[src/rtl/core/sacf_pkg.sv]
// shared constants, types and transaction structs of the sparse accumulator
// column flush unit; no dependencies
`default_nettype none

package sacf_pkg;

    localparam int unsigned MAX_ROWS    = 64;
    localparam int unsigned MAX_OUTPUTS = 65536;

    localparam int unsigned ADDR_W  = (MAX_ROWS > 1) ? $clog2(MAX_ROWS) : 1;
    localparam int unsigned ROW_W   = 6;
    localparam int unsigned VAL_W   = 32;
    localparam int unsigned CNT_W   = 7;
    localparam int unsigned POS_W   = 16;

    localparam logic [CNT_W-1:0] MAX_ROWS_C = CNT_W'(MAX_ROWS);

    localparam int unsigned POS_CAP_I =
        ((MAX_OUTPUTS - 1) > 65535) ? 65535 : (MAX_OUTPUTS - 1);
    localparam logic [POS_W-1:0] POS_CAP = POS_W'(POS_CAP_I);

    localparam logic OP_ACCUMULATE = 1'b0;
    localparam logic OP_FLUSH      = 1'b1;

    typedef struct packed {
        logic              en;
        logic [ADDR_W-1:0] addr;
        logic              clr;
    } t_rd_req;

    typedef struct packed {
        logic              en;
        logic [ADDR_W-1:0] addr;
        logic [VAL_W-1:0]  data;
    } t_wr_req;

    typedef struct packed {
        logic             has_entry;
        logic [ROW_W-1:0] out_row;
        logic [VAL_W-1:0] out_value;
        logic [CNT_W-1:0] column_count;
        logic [POS_W-1:0] out_position;
        logic             position_overflow;
        logic             last;
    } t_result;

endpackage

`default_nettype wire

[src/rtl/core/sacf_acc_mem.sv]
// accumulator store: one synchronous read port, one write port, per-row valid bits
// an entry that is not valid reads with o_rd_vld low and is taken as zero by readers; depends on sacf_pkg
`default_nettype none

module sacf_acc_mem (
    input  wire                              i_clk,
    input  wire                              i_rst_n,
    input  wire sacf_pkg::t_rd_req           i_rd,
    input  wire sacf_pkg::t_wr_req           i_wr,
    output logic [sacf_pkg::VAL_W-1:0]       o_rd_data,
    output logic                             o_rd_vld
);

    logic [sacf_pkg::VAL_W-1:0] r_mem [sacf_pkg::MAX_ROWS];
    logic [sacf_pkg::MAX_ROWS-1:0] r_vld;

    always_ff @(posedge i_clk) begin
        if (i_wr.en) begin
            r_mem[i_wr.addr] <= i_wr.data;
        end
        if (i_rd.en) begin
            o_rd_data <= r_mem[i_rd.addr];
            o_rd_vld  <= r_vld[i_rd.addr];
        end
    end

    always_ff @(posedge i_clk) begin
        if (!i_rst_n) begin
            r_vld <= '0;
        end else begin
            if (i_wr.en) begin
                r_vld[i_wr.addr] <= 1'b1;
            end
            if (i_rd.en && i_rd.clr) begin
                r_vld[i_rd.addr] <= 1'b0;
            end
        end
    end

endmodule

`default_nettype wire

[src/rtl/core/sacf_mac.sv]
// multiply-accumulate stage: registered product, read-modify-write of one row,
// forwarding of the previous write; depends on sacf_pkg
`default_nettype none

module sacf_mac (
    input  wire                               i_clk,
    input  wire                               i_rst_n,
    input  wire                               i_issue,
    input  wire  [sacf_pkg::ADDR_W-1:0]       i_addr,
    input  wire  [sacf_pkg::VAL_W-1:0]        i_a_value,
    input  wire  [sacf_pkg::VAL_W-1:0]        i_b_value,
    input  wire  [sacf_pkg::VAL_W-1:0]        i_rd_data,
    input  wire                               i_rd_vld,
    output sacf_pkg::t_wr_req                 o_wr
);

    logic                        r_av;
    logic [sacf_pkg::ADDR_W-1:0] r_addr;
    logic [sacf_pkg::VAL_W-1:0]  r_prod;
    logic                        r_fv;
    logic [sacf_pkg::ADDR_W-1:0] r_faddr;
    logic [sacf_pkg::VAL_W-1:0]  r_fdata;
    logic [sacf_pkg::VAL_W-1:0]  old_val;
    logic [sacf_pkg::VAL_W-1:0]  n_sum;

    always_comb begin
        priority if (r_fv && (r_faddr == r_addr)) begin
            old_val = r_fdata;
        end else if (i_rd_vld) begin
            old_val = i_rd_data;
        end else begin
            old_val = '0;
        end
        n_sum = old_val + r_prod;
        o_wr  = '{en: r_av, addr: r_addr, data: n_sum};
    end

    always_ff @(posedge i_clk) begin
        if (!i_rst_n) begin
            r_av <= 1'b0;
            r_fv <= 1'b0;
        end else begin
            r_av <= i_issue;
            r_fv <= r_av;
        end
    end

    always_ff @(posedge i_clk) begin
        if (i_issue) begin
            r_addr <= i_addr;
            r_prod <= i_a_value * i_b_value;
        end
        if (r_av) begin
            r_faddr <= r_addr;
            r_fdata <= n_sum;
        end
    end

endmodule

`default_nettype wire

[src/rtl/core/sacf_scan.sv]
// column flush sequencer: row scan over the store, bias add, one-entry lookahead
// for the last flag, output position counter and output register; depends on sacf_pkg
`default_nettype none

module sacf_scan (
    input  wire                               i_clk,
    input  wire                               i_rst_n,
    input  wire                               i_start,
    input  wire  [sacf_pkg::VAL_W-1:0]        i_bias,
    input  wire  [sacf_pkg::CNT_W-1:0]        i_rows_in_use,
    input  wire  [sacf_pkg::VAL_W-1:0]        i_rd_data,
    input  wire                               i_rd_vld,
    output sacf_pkg::t_rd_req                 o_rd,
    output logic                              o_busy,
    output sacf_pkg::t_result                 o_result,
    output logic                              o_valid,
    input  wire                               i_ready
);

    localparam logic [1:0] S_IDLE = 2'd0;
    localparam logic [1:0] S_SCAN = 2'd1;
    localparam logic [1:0] S_DONE = 2'd2;

    logic [1:0]                  r_state;
    logic [1:0]                  n_state;
    logic [sacf_pkg::CNT_W-1:0]  r_len;
    logic [sacf_pkg::CNT_W-1:0]  r_iss;
    logic [sacf_pkg::VAL_W-1:0]  r_bias;
    logic                        r_bv;
    logic [sacf_pkg::ADDR_W-1:0] r_bi;
    logic [sacf_pkg::CNT_W-1:0]  r_cnt;
    logic [sacf_pkg::POS_W-1:0]  r_pos;
    logic                        r_sat;
    logic                        r_pv;
    sacf_pkg::t_result           r_pend;
    sacf_pkg::t_result           r_out;
    logic                        r_ovalid;

    logic [sacf_pkg::VAL_W-1:0]  b_val;
    logic [sacf_pkg::VAL_W-1:0]  b_sum;
    logic                        b_emit;
    logic                        o_free;
    logic                        stall;
    logic                        issue;
    logic                        scan_end;
    logic                        load_pend;
    logic                        load_done;
    sacf_pkg::t_result           n_cand;
    sacf_pkg::t_result           n_final;
    logic [sacf_pkg::CNT_W-1:0]  start_len;

    always_comb begin
        o_free   = !r_ovalid || i_ready;
        b_val    = i_rd_vld ? i_rd_data : '0;
        b_sum    = b_val + r_bias;
        b_emit   = r_bv && (b_val != '0) && (b_sum != '0);
        stall    = b_emit && r_pv && !o_free;
        issue    = (r_state == S_SCAN) && (r_iss < r_len) && !stall;
        scan_end = (r_state == S_SCAN) && (r_iss == r_len) && !stall;
        load_pend = (r_state == S_SCAN) && b_emit && !stall;
        load_done = (r_state == S_DONE) && o_free;
        start_len = (i_rows_in_use > sacf_pkg::MAX_ROWS_C) ? sacf_pkg::MAX_ROWS_C
                                                           : i_rows_in_use;
        o_rd = '{en: issue, addr: r_iss[sacf_pkg::ADDR_W-1:0], clr: 1'b1};

        n_cand = '{has_entry: 1'b1,
                   out_row: sacf_pkg::ROW_W'(r_bi),
                   out_value: b_sum,
                   column_count: r_cnt + 1'b1,
                   out_position: r_pos,
                   position_overflow: r_sat,
                   last: 1'b0};

        if (r_pv) begin
            n_final      = r_pend;
            n_final.last = 1'b1;
        end else begin
            n_final = '{has_entry: 1'b0, out_row: '0, out_value: '0,
                        column_count: '0, out_position: r_pos,
                        position_overflow: r_sat, last: 1'b1};
        end

        n_state = r_state;
        unique case (r_state)
            S_IDLE:  if (i_start) n_state = S_SCAN;
            S_SCAN:  if (scan_end) n_state = S_DONE;
            S_DONE:  if (o_free) n_state = S_IDLE;
            default: n_state = S_IDLE;
        endcase
    end

    assign o_busy   = (r_state != S_IDLE);
    assign o_result = r_out;
    assign o_valid  = r_ovalid;

    always_ff @(posedge i_clk) begin
        if (!i_rst_n) begin
            r_state  <= S_IDLE;
            r_bv     <= 1'b0;
            r_pv     <= 1'b0;
            r_ovalid <= 1'b0;
            r_pos    <= '0;
            r_sat    <= 1'b0;
        end else begin
            r_state <= n_state;
            if (i_start) begin
                r_bv <= 1'b0;
            end else if (!stall) begin
                r_bv <= issue;
            end
            if (load_pend) begin
                r_pv <= 1'b1;
                if (r_pos < sacf_pkg::POS_CAP) begin
                    r_pos <= r_pos + 1'b1;
                end else begin
                    r_sat <= 1'b1;
                end
            end else if (load_done) begin
                r_pv <= 1'b0;
            end
            if ((load_pend && r_pv) || load_done) begin
                r_ovalid <= 1'b1;
            end else if (i_ready) begin
                r_ovalid <= 1'b0;
            end
        end
    end

    always_ff @(posedge i_clk) begin
        if (i_start) begin
            r_len  <= start_len;
            r_iss  <= '0;
            r_bias <= i_bias;
            r_cnt  <= '0;
        end else if (issue) begin
            r_iss <= r_iss + 1'b1;
            r_bi  <= r_iss[sacf_pkg::ADDR_W-1:0];
        end
        if (load_pend) begin
            r_pend <= n_cand;
            r_cnt  <= r_cnt + 1'b1;
            if (r_pv) begin
                r_out <= r_pend;
            end
        end else if (load_done) begin
            r_out <= n_final;
        end
    end

endmodule

`default_nettype wire

[src/rtl/core/sparse_accumulator_column_flush_unit.sv]
// Sparse accumulator with column flush. Accumulate transactions are taken one per
// cycle while no flush runs and add a_value*b_value into the row's 32-bit accumulator
// through a two-stage read-modify-write of the accumulator store, with forwarding
// between back-to-back transactions. A flush transaction holds the input off while
// the single read port of the store walks rows 0 to rows_in_use-1, with rows_in_use
// capped at 64, at one row per cycle while the output side does not stall. Results
// leave through an output register, so the next transaction is accepted while the
// last one waits. The store clears at reset through per-row valid bits; there is no
// clearing pass. Depends on sacf_pkg, sacf_acc_mem, sacf_mac and sacf_scan.
`default_nettype none

module sparse_accumulator_column_flush_unit (
    input  wire          i_clk,
    input  wire          i_rst_n,
    input  wire          i_s_tvalid,
    output logic         o_s_tready,
    // row[5:0], a_value[37:6], b_value[69:38], column_bias[101:70], zero pad
    input  wire  [103:0] i_s_tdata,
    // op[0]
    input  wire          i_s_tuser,
    output logic         o_m_tvalid,
    input  wire          i_m_tready,
    // out_row[5:0], out_value[37:6], column_count[44:38], out_position[60:45],
    // position_overflow[61], zero pad
    output logic [63:0]  o_m_tdata,
    // has_entry[0]
    output logic         o_m_tuser,
    output logic         o_m_tlast,
    input  wire          i_cfg_wr_en,
    input  wire  [6:0]   i_cfg_wr_data
);

    logic [sacf_pkg::CNT_W-1:0] r_rows_in_use;
    logic                       s_fire;
    logic                       acc_issue;
    logic                       flush_start;
    logic                       scan_busy;
    logic [sacf_pkg::ROW_W-1:0] in_row;
    sacf_pkg::t_rd_req          scan_rd;
    sacf_pkg::t_rd_req          mem_rd;
    sacf_pkg::t_wr_req          mem_wr;
    logic [sacf_pkg::VAL_W-1:0] rd_data;
    logic                       rd_vld;
    sacf_pkg::t_result          result;
    logic                       out_valid;

    always_ff @(posedge i_clk) begin
        if (!i_rst_n) begin
            r_rows_in_use <= sacf_pkg::CNT_W'(64);
        end else if (i_cfg_wr_en) begin
            r_rows_in_use <= i_cfg_wr_data;
        end
    end

    always_comb begin
        in_row      = i_s_tdata[5:0];
        o_s_tready  = !scan_busy;
        s_fire      = i_s_tvalid && o_s_tready;
        acc_issue   = s_fire && (i_s_tuser == sacf_pkg::OP_ACCUMULATE) &&
                      ({1'b0, in_row} < sacf_pkg::MAX_ROWS_C);
        flush_start = s_fire && (i_s_tuser == sacf_pkg::OP_FLUSH);
        if (scan_busy) begin
            mem_rd = scan_rd;
        end else begin
            mem_rd = '{en: acc_issue, addr: in_row[sacf_pkg::ADDR_W-1:0], clr: 1'b0};
        end
    end

    sacf_acc_mem u_mem (
        .i_clk     (i_clk),
        .i_rst_n   (i_rst_n),
        .i_rd      (mem_rd),
        .i_wr      (mem_wr),
        .o_rd_data (rd_data),
        .o_rd_vld  (rd_vld)
    );

    sacf_mac u_mac (
        .i_clk     (i_clk),
        .i_rst_n   (i_rst_n),
        .i_issue   (acc_issue),
        .i_addr    (in_row[sacf_pkg::ADDR_W-1:0]),
        .i_a_value (i_s_tdata[37:6]),
        .i_b_value (i_s_tdata[69:38]),
        .i_rd_data (rd_data),
        .i_rd_vld  (rd_vld),
        .o_wr      (mem_wr)
    );

    sacf_scan u_scan (
        .i_clk         (i_clk),
        .i_rst_n       (i_rst_n),
        .i_start       (flush_start),
        .i_bias        (i_s_tdata[101:70]),
        .i_rows_in_use (r_rows_in_use),
        .i_rd_data     (rd_data),
        .i_rd_vld      (rd_vld),
        .o_rd          (scan_rd),
        .o_busy        (scan_busy),
        .o_result      (result),
        .o_valid       (out_valid),
        .i_ready       (i_m_tready)
    );

    assign o_m_tvalid = out_valid;
    assign o_m_tuser  = result.has_entry;
    assign o_m_tlast  = result.last;
    assign o_m_tdata  = {2'b00, result.position_overflow, result.out_position,
                         result.column_count, result.out_value, result.out_row};

endmodule

`default_nettype wire
[config.mk]
export PLATFORM = sky130hd
export DESIGN_NAME = sparse_accumulator_column_flush_unit
export DESIGN_NICKNAME = d
export VERILOG_FILES = /design/src/rtl/core/sacf_pkg.sv /design/src/rtl/core/sacf_acc_mem.sv /design/src/rtl/core/sacf_mac.sv /design/src/rtl/core/sacf_scan.sv /design/src/rtl/core/sparse_accumulator_column_flush_unit.sv
export SDC_FILE = /design/constraint.sdc
export NUM_CORES = 2
export LEC_CHECK = 0
export ABC_AREA = 1
export BUFFER_PORTS_ARGS = -buffer_cell sky130_fd_sc_hd__buf_2
export CORE_MARGIN = 3
export CORE_UTILIZATION = 45
export DETAILED_ROUTE_END_ITERATION = 7
export PLACE_DENSITY_LB_ADDON = 0.08
export SLEW_MARGIN = 5
export SYNTH_ARGS = -nofsm -noshare
export SYNTH_HDL_FRONTEND = slang
export SYNTH_SLANG_ARGS = --single-unit
[constraint.sdc]
create_clock -name i_clk -period 15.9 [get_ports i_clk]
set_input_delay 3.18 -clock i_clk [delete_from_list [all_inputs] [get_ports i_clk]]
set_output_delay 3.18 -clock i_clk [all_outputs]
set_load 0.02 [all_outputs]
==> flow_summary.toml <==
[final_layout]
drive_above_1_share_pct = 9.40
stdcell_count = 12300
layout.nets = 9591
syn_to_final_growth_pct = 12.5

[power_and_ir_drop]
p_sw_uw = 9890
p_int_uw = 16100
share_comb_of_total_power_pct = 42.3
ir_worst_vdd_mv = 0.543
clockPowerShare_pct = 22.8
power_density_mw_per_mm2 = 210
power_frac_seq_pct = 34.9
p_leak_uw = 0.0466
swShare_pct = 38.0

[floorplan]
die_y_um = 501
initial_core_util_pct = 45.5
core_mm2 = 0.242
dieArea_mm2 = 0.251
num_io_pins = 185
dieWidth_um = 501
num_rows = 180

[clock_tree]
clock_sinks = 2437
cts_tree = "done"
cts_resized = 0
cts-buffers-inserted = 276
postCtsSetupRepairBufs = 0
clock_latency_ps = 920
path_clk_slew_ps = 60
clockRootBuffer = "clkbuf_16"
cts_max_level = 5
ctsHoldBuffers = 0
cts_max_path_buffers = 4

[worst_setup_path]
critPathRequiredTime_ps = 16470
cp.arrival_ps = 9850
cp_common_cell = "fa_1"
startpoint_type = "input pin"
slowest_delay_ps = 580
crit_chain = "buf_2, nand2_1, fa_1, inv_1, fa_1, inv_1, fa_1, fa_1, inv_1, fa_1, fa_1, fa_1, fa_1, ha_1, nand2_1, nor2_1, inv_1, nor3_1, nand3_1, o211ai_1, nand3_1, nand3_1, xor2_1"
endpoint_kind = "flop"
crit_buf_inv = 5
critical_path.slowest_cell = "buf_2"
critPathKind = "in2reg"
cp_top_family = "adder cells"
path_max_fanout = 30

[global_routing]
grt_usage_pct = 26.8
grt_use_met1_pct = 38.3
grt_busiest_layer = "met2"
met3_usage_pct = 4.33
grt_pass1_wl_um = 489000
grt_pass1_vias = 69300
grt-ovfl-total = 0
grt_max_degree = 116
antenna_found_initial = 21
use_met2_pct = 43.0

[sta]
hold_viol = 0
rsz0062_at_grt = "false"
max_slew.worst_pin.slew_ps = 1260
period_share_pct = 58.4
period_needed_ps = 9280
max_freq_mhz = 108
maxSlewViolCount = 0
finalSetupViolCount = 0
fin_skew_ps = 109
setup_slack_ps = 6620
slew_headroom_pct = 15.8
setup_tns_ps = 0

[place]
dp_cells = 11800
portBuffers = 180
place.gp.congestion = 0.906
place_ws_ps = 5790
hpwl_um = 195000

[routing]
post_drt_wl_per_cell_um = 27.6
drt_first_pass_iters = 6
num_vias = 70400
postRouteAntennaNets = 0
routed_wl_um = 339000
drtIter0Drc = 7611
post-route-drc-count = 0
vias_per_cell = 5.75

[synth]
ys.flop_type = "edfxtp_1"
async_flop_share_pct = 0
synth-edff-count = 2335
syn_inst = 8657
synth_seq_area_share_pct = 65.5
synth_warnings = 0
syn_avg_cell_area_um2 = 12.7
synth_seq_cells = 2437
synth_area_mm2 = 0.110
synth_cell_types = 58

[job]
maxCapViolCount = 0

[run_status]
status = "finished clean"

[hold_path]
hold_class = "reg2reg"
-- layout make-up --
| type | instances | area [µm²] |
|---|---|---|
| Timing Repair Buffer | 343 | 2220 |
| Inverter | 1138 | 4330 |
| Antenna cell | 14 | 35.0 |
| Clock inverter | 120 | 898 |
| Tap cell | 3185 | 3990 |
| Sequential cell | 2437 | 72200 |
| Fill cell | 20900 | 118000 |
| Multi-Input combinational cell | 4673 | 32900 |
| Clock buffer | 344 | 7380 |
-- metal layers --
metal  up-vias  share of wire, %
li1      30800                 -
met1     36400                43
met2      2749                47
met3       487               7.5
met4         6               2.3
met5         -             0.012
-- registers in the layout, indices dropped and copies added (netlist names), 16 cells and up --
register         count
u_mem.r_mem       2048
u_mem.r_vld         64
u_scan.o_result     64
u_scan.r_pend       62
u_mac.r_fdata       32
u_mac.r_prod        32
u_mem.o_rd_data     32
u_scan.r_bias       32
u_scan.r_pos        16
-- placed cells by master (no fill, tap or decap), types with 55 or more instances in the layout --
master     netlist  layout
a21oi_1        124     124
a221oi_1       115     115
a22oi_1        701     701
buf_2          121     180
buf_4           11     155
clkbuf_16        0     283
clkinv_1         7      61
dfxtp_1        102     101
edfxtp_1      2335    2335
fa_1           410     409
ha_1           195     194
inv_1         1118    1116
nand2_1       1716    1715
nand3_1        175     175
nand4_1        288     288
nor2_1         353     288
nor2_4           1      66
o21ai_0        217     217
xnor2_1         65      55
xor2_1          86      66
-- synthesized netlist by cell type, types with 8 or more instances --
cell      number  area share [%]
nand2_1     1716             5.8
nand3_2        8           0.073
o21ai_0      217            0.99
a22oi_1      701             4.8
nand3_1      175            0.80
buf_4         11           0.075
nor2_1       353             1.2
nor3_1        48            0.22
a21oi_1      124            0.56
buf_1         32            0.11
o21ai_1       34            0.15
inv_1       1118             3.8
ha_1         195             2.2
xor2_1        86            0.68
and2_1         8           0.045
a22o_1        29            0.23
inv_2         12           0.041
fa_1         410             7.5
nand4_1      288             1.6
buf_2        121            0.55
clkbuf_1     237            0.81
dfxtp_1      102             1.9
edfxtp_1    2335              64
a221oi_1     115            0.91
or2_1         23            0.13
xnor2_1       65            0.52
-- power by group through the flow --
stage          logic [µW]  registers [µW]  clock network, µW
2_1_floorplan        7060            9290                  0
3_3_place_gp        11000            9210                  0
3_5_place_dp        11100            9210                  0
4_1_cts             11200            9080               6040
5_1_grt             12300            9090               6270
6_report            11000            9080               5940
-- logic make-up (layout without fill, tap and decap cells) --
group | after synthesis | after routing | synth area share, %
other | 1 | 16 | 0.00340
adder cells (fa/ha/maj) | 605 | 605 | 9.67
AO/OA/AOI/OAI | 1269 | 1269 | 7.97
AND/OR/NAND/NOR | 2646 | 2646 | 10.1
XOR/XNOR | 151 | 151 | 1.20
flip-flops | 2437 | 2437 | 65.5
buffers and inverters | 1548 | 1945 | 5.51
-- worst paths after layout --
| path | to | cells after the start | from | slack [ps] |
|---|---|---|---|---|
| worst max-delay path | u_mac.r_prod[28] | 23 | i_s_tdata[40] | 6620 |
| worst min register to register | u_scan.r_pend[60] | 0 | u_scan.r_bi[3] | 420 |
| worst min-delay path | u_scan.r_pend[60] | 0 | u_scan.r_bi[3] | 420 |
| worst max register to register | u_mem.r_mem[29][22] | 21 | u_mac.r_addr[0] | 9440 |
-- through the flow --
stage,cell area [µm²],hold slack [ps],total power [µW],utilization [%]
after detailed placement,116000,406,20300,47.8
after global placement,116000,404,20200,47.8
final,124000,421,26000,51.2
after CTS,124000,414,26300,51.2
after global routing,124000,432,27600,51.2
after floorplan,110000,400,16300,-
Note: power is estimated with default switching activity, not from simulation.
